File: src/rtl/gtm_pkg.sv
// Shared types, constants and saturation helper for the 4x4 GEMM tile MAC.
`timescale 1ns / 1ps
`default_nettype none

package gtm_pkg;

	// Tile geometry and fixed field widths
	localparam int unsigned TILE      = 4;
	localparam int unsigned ROW_W     = 2;
	localparam int unsigned A_FIELD_W = 16;
	localparam int unsigned V_FIELD_W = 40;
	localparam int unsigned OUT_W     = 40;

	// Defaults for the top-level parameters
	localparam int unsigned OPERAND_WIDTH_DEF = 16;
	localparam int unsigned ACC_WIDTH_DEF     = 40;

	// Item function codes
	typedef enum logic {
		FUNC_LOAD = 1'b0,
		FUNC_MAC  = 1'b1
	} gtm_func_t;

	// Input transaction
	typedef struct packed {
		gtm_func_t                     func;
		logic [ROW_W-1:0]              row;
		logic signed [A_FIELD_W-1:0]   a0;
		logic signed [A_FIELD_W-1:0]   a1;
		logic signed [A_FIELD_W-1:0]   a2;
		logic signed [A_FIELD_W-1:0]   a3;
		logic signed [V_FIELD_W-1:0]   v0;
		logic signed [V_FIELD_W-1:0]   v1;
		logic signed [V_FIELD_W-1:0]   v2;
		logic signed [V_FIELD_W-1:0]   v3;
		logic                          last;
	} gtm_in_t;

	// Result transaction: one tile row
	typedef struct packed {
		logic [ROW_W-1:0]              out_row;
		logic signed [OUT_W-1:0]       c0;
		logic signed [OUT_W-1:0]       c1;
		logic signed [OUT_W-1:0]       c2;
		logic signed [OUT_W-1:0]       c3;
		logic                          tile_done;
	} gtm_out_t;

	// Per-cell control from the pipeline
	typedef struct packed {
		logic cap;  // capture a new product
		logic ld;   // load the accumulator with a prior output
		logic mac;  // add the registered product
		logic clr;  // clear instead of keeping the sum (tile end)
	} gtm_ctl_t;

	// Clamp a signed value to the signed range of w bits (w <= 64)
	function automatic logic signed [63:0] gtm_sat(input logic signed [63:0] x,
			input int unsigned w);
		logic [63:0]        hi_u;
		logic signed [63:0] hi;
		logic signed [63:0] lo;
		hi_u = (64'd1 << (w - 1)) - 64'd1;
		hi   = $signed(hi_u);
		lo   = ~hi;
		if (x > hi) begin
			return hi;
		end else if (x < lo) begin
			return lo;
		end
		return x;
	endfunction

endpackage

`default_nettype wire

File: src/rtl/gtm_cell.sv
// One accumulator cell: registered saturated product and saturating accumulator.
`timescale 1ns / 1ps
`default_nettype none

module gtm_cell
	import gtm_pkg::*;
#(
	parameter int unsigned OPERAND_WIDTH = OPERAND_WIDTH_DEF,
	parameter int unsigned ACC_WIDTH     = ACC_WIDTH_DEF
) (
	input  wire                           clk,
	input  wire                           arst_n,
	input  wire gtm_ctl_t                 ctl,
	input  wire logic signed [OPERAND_WIDTH-1:0] a_op,
	input  wire logic signed [OPERAND_WIDTH-1:0] b_op,
	input  wire logic signed [ACC_WIDTH-1:0]     ld_val,
	output logic signed [ACC_WIDTH-1:0]          acc_nxt
);

	localparam int unsigned PROD_W = 2 * OPERAND_WIDTH;

	logic signed [PROD_W-1:0]    mul;
	logic signed [ACC_WIDTH-1:0] prod_sat;
	logic signed [ACC_WIDTH-1:0] prod_s2;
	logic signed [ACC_WIDTH-1:0] acc_q;
	logic signed [ACC_WIDTH:0]   sum;

	// Exact product, clamped to the accumulator range
	assign mul      = a_op * b_op;
	assign prod_sat = ACC_WIDTH'(gtm_sat(64'(mul), ACC_WIDTH));

	always_ff @(posedge clk) begin
		if (ctl.cap) begin
			prod_s2 <= prod_sat;
		end
	end

	// Saturating add: overflow when the two top bits of the sum differ
	assign sum = (ACC_WIDTH + 1)'(acc_q) + (ACC_WIDTH + 1)'(prod_s2);

	always_comb begin
		if (sum[ACC_WIDTH] != sum[ACC_WIDTH-1]) begin
			acc_nxt = sum[ACC_WIDTH] ? {1'b1, {(ACC_WIDTH-1){1'b0}}}
			                         : {1'b0, {(ACC_WIDTH-1){1'b1}}};
		end else begin
			acc_nxt = sum[ACC_WIDTH-1:0];
		end
	end

	// Accumulator
	always_ff @(posedge clk or negedge arst_n) begin
		if (!arst_n) begin
			acc_q <= '0;
		end else if (ctl.ld) begin
			acc_q <= ld_val;
		end else if (ctl.mac) begin
			acc_q <= ctl.clr ? '0 : acc_nxt;
		end
	end

endmodule

`default_nettype wire
File: config.mk
export PLATFORM = sky130hd
export DESIGN_NAME = gtm_cell
export DESIGN_NICKNAME = d
export VERILOG_FILES = /design/src/rtl/gtm_pkg.sv /design/src/rtl/gtm_cell.sv
export SDC_FILE = /design/constraint.sdc
export NUM_CORES = 1
export LEC_CHECK = 0
export BUFFER_PORTS_ARGS = -buffer_cell sky130_fd_sc_hd__clkbuf_2
export CORE_MARGIN = 2
export CORE_UTILIZATION = 45
export DETAILED_ROUTE_END_ITERATION = 16
export PLACE_DENSITY_LB_ADDON = 0.08
export SLEW_MARGIN = 10
export SYNTH_ARGS = -nofsm -noshare
export SYNTH_HDL_FRONTEND = slang
export SYNTH_SLANG_ARGS = --single-unit
File: constraint.sdc
create_clock -name clk -period 3.2 [get_ports clk]
set_input_delay 0.32 -clock clk [delete_from_list [all_inputs] [get_ports clk]]
set_output_delay 0.32 -clock clk [all_outputs]
set_load 0.01 [all_outputs]
Yosys cells after proc, flatten, opt, wreduce, memory -nomap -nowiden

Cells that the tools add are included.

Logic and storage cells: 18
Input bits: 78
Output and inout port bits: 40
Register bits after elaboration: 80

Reductions and logical operators: 1
Add/sub/neg operators: 1
Mux-type cells: 10
$mul: 1
Equal/unequal tests: 1
Order comparisons: 2

Operator list:

| kind                   | count |
|---|---|
| $mux W40               | 8 |
| $add A40 B40 Y41       | 1 |
| $gt A32 B40 Y1 const B | 1 |
| $lt A32 B40 Y1 const B | 1 |
| $mul A16 B16 Y32       | 1 |
| $mux W1                | 2 |
| $reduce_bool A2 Y1     | 1 |
| $ne A1 B1 Y1           | 1 |

Longest topological paths before layout

Gate-level depths: netlist of the first run.

Depth after elaboration: 6
Mapped depth: 25
Mapped depth without buffers: 24

Worst setup path before layout of the first run

Ideal clock, no wire load.

Path kind: input to register
From: in b_op[1]
To: reg prod_s2[38] (data pin)
Buffers on the path: 2
Data required time: 2993 ps
Arrival: 6177 ps
Library setup time: 207 ps
Slack: -3184 ps
Stages: 24
Cells stage by stage: clkbuf_1 -> nand2_1 -> inv_1 -> fa_1 -> inv_1 -> fa_1 -> inv_1 -> fa_1 -> fa_1 -> fa_1 -> inv_1 -> fa_1 -> inv_1 -> ha_1 -> clkbuf_1 -> a21o_1 -> a21o_1 -> a211oi_1 -> o21bai_1 -> nor3_1 -> a211oi_1 -> o31ai_2 -> mux2i_1 -> a2111oi_0

Cells in the longest elaborated chain, start to end: 5
Elaborated cells on any way between the ends: 7
Those cells by class: mul (1); order compare (2); mux (4)

RTL lines:

| item                 | RTL line       | source |
|---|---|---|
| from (decl)          | gtm_cell.sv:15 | `input wire logic signed [OPERAND_WIDTH-1:0] b_op,` |
| $mul A16 B16 Y32 (*) | gtm_cell.sv:29 | `assign mul = a_op * b_op;` |
| $lt A32 B40 Y1       | gtm_pkg.sv:68  | `end else if (x < lo) begin` |
| $mux W1              | gtm_pkg.sv:68  |  |
| $mux W1              | gtm_pkg.sv:66  | `if (x > hi) begin` |
| $mux W40 (*)         | gtm_pkg.sv:71  | `return x;` |
| to (signal assigned) | gtm_cell.sv:34 | `prod_s2 <= prod_sat;` |
| to (decl)            | gtm_cell.sv:24 | `logic signed [ACC_WIDTH-1:0] prod_s2;` |

Every way passes the cells marked *; elsewhere a longest branch is shown, timed or not.
A chain may end at the register's enable or synchronous reset.

Final worst setup path of the first run

From: in a_op[15]
To: reg prod_s2[39] (data pin)

Cells in the longest elaborated chain, start to end: 5
Elaborated cells on any way between the ends: 7
Those cells by class: mul (1); order compare (2); mux (4)

RTL lines:

| item                 | RTL line       | source |
|---|---|---|
| from (decl)          | gtm_cell.sv:14 | `input wire logic signed [OPERAND_WIDTH-1:0] a_op,` |
| $mul A16 B16 Y32 (*) | gtm_cell.sv:29 |  |
| $lt A32 B40 Y1       | gtm_pkg.sv:68  |  |
| $mux W1              | gtm_pkg.sv:68  |  |
| $mux W1              | gtm_pkg.sv:66  |  |
| $mux W40 (*)         | gtm_pkg.sv:71  |  |
| net prod_sat[39]     | gtm_cell.sv:23 | `logic signed [ACC_WIDTH-1:0] prod_sat;` |

Mark *: on every way through the listed nets, which the timed path passes. The rest lies on a longest branch.

==> run_results.csv, run 1 <==
group,metric,value,unit
grt,overflow,0,
grt,antenna_found_initial,0,
die,initial_utilization,0.4554,
clocking,cts_sinks,73,
synthesis,syn_area,15650,sq um
synthesis,ys_seq_area_frac,0.1273,
grt,grt_busiest_layer,"met2",
timing,finalCriticalPeriod,5.790,ns
detailed_routing,drcViolationCount,0,
critical_path,worstSetupEndpointType,"flip-flop",
detailed_routing,wl,44170,um
finish,area_growth,38.69,%
timing,relSlewSlack,0.3112,
detailed_routing,drt_iter0_drc,553,
finish,layout.nets,2629,
synthesis,postSynthCellCount,1768,
clocking,insertion_delay,0.35,ns
clocking,cts_root_buf,"clkbuf_16",
run,cap_viol_max_count,0,
finish,n_antenna_cell,0,
synthesis,ys_types,78,
detailed_routing,route.antenna.remaining_nets,0,
synthesis,synth-edff-count,33,
placement,routabilityCongestion,0.8882,
clocking,clkTransAtPathRegs,0.07,ns
worst_hold_path,min_path_type,"input pin to asynchronous set/reset pin",
grt,grt_pass1_vias,14540,
finish,final_cells,2626,
grt,grt_max_degree,34,
die,ios,118,
die,die_h,190.5,um
grt,use_met3,0.02576,
critical_path,startpoint_type,"input pin",
critical_path,required,3.29,ns
synthesis,syn_area_per_cell,8.853,sq um
clocking,cts.htree.levels,3,
timing,final.period_utilization,1.809,
run_status,violations,"setup timing",
clocking,clockBufferDepth,2,
finish,ff_latch_area,1992,sq um
finish,final_common_cell,"inv_1",
placement,placed_area,19060,sq um
finish,layout-drive-gt1-share,0.3496,
timing,worstMarginPinSlew,1.029,ns
placement,io_buffer_count,117,
grt,grtUsageTotal,0.2539,
finish,fillers,2925,
finish,fin_util,0.6316,
timing,slew_viol_final,0,
grt,gr-usage-met2,0.4494,
detailed_routing,via_count,13430,
synthesis,ys_async_sr_fraction,0.5479,
die,dieArea,36290,sq um
placement,placed_cells,2549,
synthesis,syn_nets,2231,
finish,final_cell_area,21710,sq um
critical_path,worst-path-max-fanout,6,
grt,use_met1,0.3359,
clocking,cts_tree,"done",
synthesis,yosysWarnings,0,
detailed_routing,avgRoutedWirePerCell,16.82,um
timing,max_freq,172.7,MHz
detailed_routing,firstDrtPassIters,5,
grt,grt_pass1_wl,73360,um
critical_path,worstPathArrival,5.88,ns
timing,finalHoldViolations,0,
synthesis,synth_seq_cells,73,
critical_path,crit_type,"input pin to flip-flop",
timing,hold_slack,0.01816,ns
run_status,outcome,"complete, but fails checks",
timing,finClkSkew,0.008515,ns
finish,layout_common_cells,"inv_1 (318), buf_4 (260), fa_1 (240)",
die,core,34370,sq um
timing,rsz0062_at_grt,"yes",
placement,hpwlAfterDp,35900,um
timing,setup_slack,-2.590,ns
die,dieWidth,190.5,um
timing,setup-violations-final,82,
finish,multiInputGateArea,13400,sq um
die,num_rows,68,
clocking,cts-buffers-inserted,9,
synthesis,ys.flop_type,"dfrtp_1",
detailed_routing,vias_per_cell,5.113,
==> sequential cells by signal, summed over array words and instances (netlist names) <==
register,count
prod_s2,33
acc_q,40
==> through the flow <==
stage | TNS [ns] | setup slack [ns]
floorplan | -49.40 | -2.732
global placement | -85.52 | -2.985
detailed placement | -88.27 | -3.223
CTS | -67.63 | -2.573
global route | -81.50 | -2.826
finish | -69.31 | -2.590
==> critical path, cell delays in order <==
cell	delay, ns
clkbuf_16	0.14
and2_4	0.16
fa_1	0.56
inv_2	0.06
buf_6	0.12
fa_1	0.49
inv_2	0.04
fa_2	0.55
fa_1	0.42
fa_1	0.49
inv_1	0.05
fa_1	0.48
inv_2	0.05
ha_4	0.20
a21o_1	0.15
a21o_1	0.16
a211oi_2	0.25
o21bai_2	0.12
nor3_2	0.19
a211oi_2	0.14
o31ai_2	0.33
mux2i_2	0.32
a2111oi_2	0.08
==> synth_stat cells (all sizes together), types with 17 or more instances <==
cell	n	area share
clkbuf	56	0.014
nor2	74	0.018
a21oi	91	0.029
nand2	168	0.040
nand3	18	0.0061
nand4	17	0.0068
buf	18	0.0072
ha	122	0.098
xnor2	41	0.023
dfrtp	40	0.064
a21o	47	0.023
edfxtp	33	0.063
xor2	20	0.011
o21ai	71	0.023
a22oi	21	0.010
and2	120	0.048
inv	369	0.088
fa	263	0.34
==> area by class of cell <==
type | instances | area share
tap | 455 | 0.02622
clock buffer | 9 | 0.01037
timing repair buffer | 461 | 0.1867
inverter | 369 | 0.06421
clock inverter | 7 | 0.003458
multi-input combinational | 1252 | 0.6173
sequential | 73 | 0.09176
==> final timing paths <==
check	depth (start not counted)	from	to	slack [ns]
hold reg to reg	2	acc_q[38]	acc_q[38]	0.52
min in group clk	3	ld_val[0]	acc_q[0]	0.18
setup / recovery	23	a_op[15]	prod_s2[39]	-2.59
setup reg to reg	20	prod_s2[0]	acc_q[24]	-0.31
hold / removal	1	arst_n	acc_q[9]	0.02
max in group asynchronous	2	arst_n	acc_q[27]	2.47
==> cell families after synthesis <==
logic type	share of synthesized area
simple gates	0.1464
compound gates	0.1428
buf+inv	0.1092
flops	0.1273
mux	0.003198
fa+ha+maj	0.4371
xor+xnor	0.03413
==> repair_timing <==
item / in CTS / in global routing
gates resized for setup: 282 / 209
hold buffers: 0 / 0
setup endpoints to repair: 109 / 97
pin swaps: 119 / 122
cloned: 5 / 2
setup buffers: 39 / 25
==> metal layers <==
layer | vias to the layer above | wire length, um
li1 | 6425 | -
met1 | 6659 | 19480
met2 | 299 | 22200
met3 | 45 | 1781
met4 | 0 | 706
met5 | - | 0
Power of run 1 is left out: the tool's default activity adds up to more than one toggle a clock period on the data nets, which glitch-free logic cannot reach.
==> inputs of run 2 (changes only) <==
- CTS_BUF_LIST: default -> sky130_fd_sc_hd__clkbuf_8
==> run_results.csv, run 2 (synthesis results as in run 1) <==
group,metric,value,unit
critical_path,crit_top_cell,"fa_1",
finish,largestRegisters,"acc_q x40, prod_s2 x33",
finish,multiInputGateArea,13400,sq um
grt,overflow,0,
die,dieWidth,190.5,um
finish,final_common_cell,"inv_1",
finish,n_antenna_cell,0,
timing,finClkSkew,0.01785,ns
critical_path,crit_chain,"clkbuf_16 -> and2_4 -> fa_1 -> inv_2 -> buf_6 -> fa_1 -> inv_2 -> fa_2 -> fa_1 -> fa_1 -> inv_1 -> fa_1 -> inv_2 -> ha_4 -> a21o_1 -> a21o_1 -> a211oi_2 -> o21bai_2 -> nor3_2 -> a211oi_2 -> o31ai_2 -> mux2i_2 -> a2111oi_2",
critical_path,r2r-end,"acc_q[1]",
timing,slew_viol_final,0,
die,ios,118,
finish,fillers,2930,
critical_path,required,3.33,ns
clocking,cts_root_buf,"clkbuf_8",
critical_path,worstPathArrival,5.88,ns
timing,finalHoldViolations,0,
clocking,cts_tree,"done",
clocking,cts-buffers-inserted,9,
timing,finalCriticalPeriod,5.752,ns
timing,final.period_utilization,1.798,
detailed_routing,drt_iter0_drc,616,
grt,antenna_found_initial,0,
worst_hold_path,min_to,"acc_q[3]",
placement,io_buffer_count,117,
clocking,clockBufferDepth,2,
critical_path,reg2reg_depth,16,
grt,grt_max_degree,34,
finish,layout_common_cells,"inv_1 (318), buf_4 (257), fa_1 (240)",
critical_path,crit_path_start,"a_op[15]",
die,die_h,190.5,um
die,dieArea,36290,sq um
clocking,cts.htree.levels,3,
critical_path,worst-path-max-fanout,6,
timing,setup-violations-final,84,
timing,final.setup.tns,-71.26,ns
worst_hold_path,whs_path_depth,3,
detailed_routing,wl,44090,um
critical_path,critPathSlowestCell,"fa_1",
critical_path,path_buf_inv,6,
finish,largest_reg_flops,40,
finish,layout-drive-gt1-share,0.3538,
die,core,34370,sq um
timing,rsz0062_at_grt,"yes",
finish,layout.nets,2629,
timing,max_freq,173.8,MHz
worst_hold_path,hp-start,"ld_val[3]",
critical_path,crit_type,"input pin to flip-flop",
finish,ff_latch_area,1993,sq um
critical_path,worstSetupEndpointType,"flip-flop",
critical_path,cp_top_family,"adder cells",
critical_path,startpoint_type,"input pin",
grt,grtUsageTotal,0.2526,
clocking,cts_sinks,73,
grt,grt_pass1_wl,73040,um
critical_path,rr_startpoint,"prod_s2[0]",
detailed_routing,via_count,13450,
run_status,violations,"setup timing",
worst_hold_path,min_path_type,"input pin to flip-flop",
grt,grt_pass1_vias,14540,
placement,routabilityCongestion,0.8882,
detailed_routing,drcViolationCount,0,
detailed_routing,firstDrtPassIters,5,
finish,regMostFlops,"acc_q",
detailed_routing,avgRoutedWirePerCell,16.79,um
timing,worstMarginPinSlew,1.015,ns
clocking,clkTransAtPathRegs,0.09,ns
critical_path,cp_num_cells,23,
run,cap_viol_max_count,0,
detailed_routing,vias_per_cell,5.122,
clocking,insertion_delay,0.39,ns
timing,setup_slack,-2.552,ns
critical_path,reg2reg_slack,-0.13,ns
run_status,outcome,"complete, but fails checks",
die,initial_utilization,0.4554,
timing,relSlewSlack,0.3207,
finish,area_growth,38.19,%
critical_path,critPathMaxStageDelay,0.56,ns
placement,hpwlAfterDp,35900,um
detailed_routing,route.antenna.remaining_nets,0,
die,num_rows,68,
-- run 2: area by class of cell --
cell class / count / share of cell area
multi-input cells: 1252 / 0.6197
clock inverters: 7 / 0.003471
inverters: 369 / 0.06433
well taps: 455 / 0.02632
flip-flops and latches: 73 / 0.09215
clock buffers: 9 / 0.005727
repair buffers: 461 / 0.1883
-- run 2: worst max-delay path by stage --
stage | to
finish | prod_s2[39]
global route | prod_s2[38]
CTS | prod_s2[38]
detailed placement | prod_s2[39]
global placement | prod_s2[30]
floorplan | prod_s2[38]
-- run 2: per-stage QoR --
| stage | cells | util | worst slack [ns] | cell area, sq um | hold WS, ns |
|---|---|---|---|---|---|
| CTS | 2609 | 0.6084 | -2.533 | 20910 | 0.1405 |
| floorplan | 1768 | - | -2.732 | 16320 | 0.02441 |
| detailed placement | 2549 | 0.5545 | -3.223 | 19060 | 0.4068 |
| finish | 2626 | 0.6293 | -2.552 | 21630 | 0.1495 |
| global placement | 2549 | 0.5545 | -2.985 | 19060 | 0.4013 |
| global route | 2626 | 0.6293 | -2.788 | 21630 | 0.1526 |
-- run 2: timing repair --
item / CTS / global route
endpoints found under the setup margin: 108 / 97
buffers inserted: 38 / 32
hold buffers: 1 / 0
endpoints found under the hold margin: 7 / 0
pin swaps: 120 / 140
gates cloned: 5 / 2
resized for setup: 283 / 228
-- run 2: layer usage --
metal  GRT usage  part of all wire  routed length, um  up-vias
met5           0                 0                  0        -
met4     0.05903             0.019                846        0
met3     0.02466             0.040               1746       46
met2      0.4470              0.50              22140      300
met1      0.3340              0.44              19360     6676
li1            -                 -                  -     6429
-- run 2: worst reg2reg max path, stage by stage, from the launching register on --
cell,delay (ns)
edfxtp_1,0.49
ha_4,0.23
buf_6,0.12
a211oi_4,0.26
o211ai_2,0.14
or3b_4,0.30
buf_6,0.12
nand3_4,0.07
and3_4,0.19
nor3_4,0.20
buf_6,0.15
buf_6,0.10
o211ai_4,0.11
buf_12,0.16
buf_12,0.14
o21a_1,0.11
a221o_1,0.32
Power of run 2 is left out for the same reason.
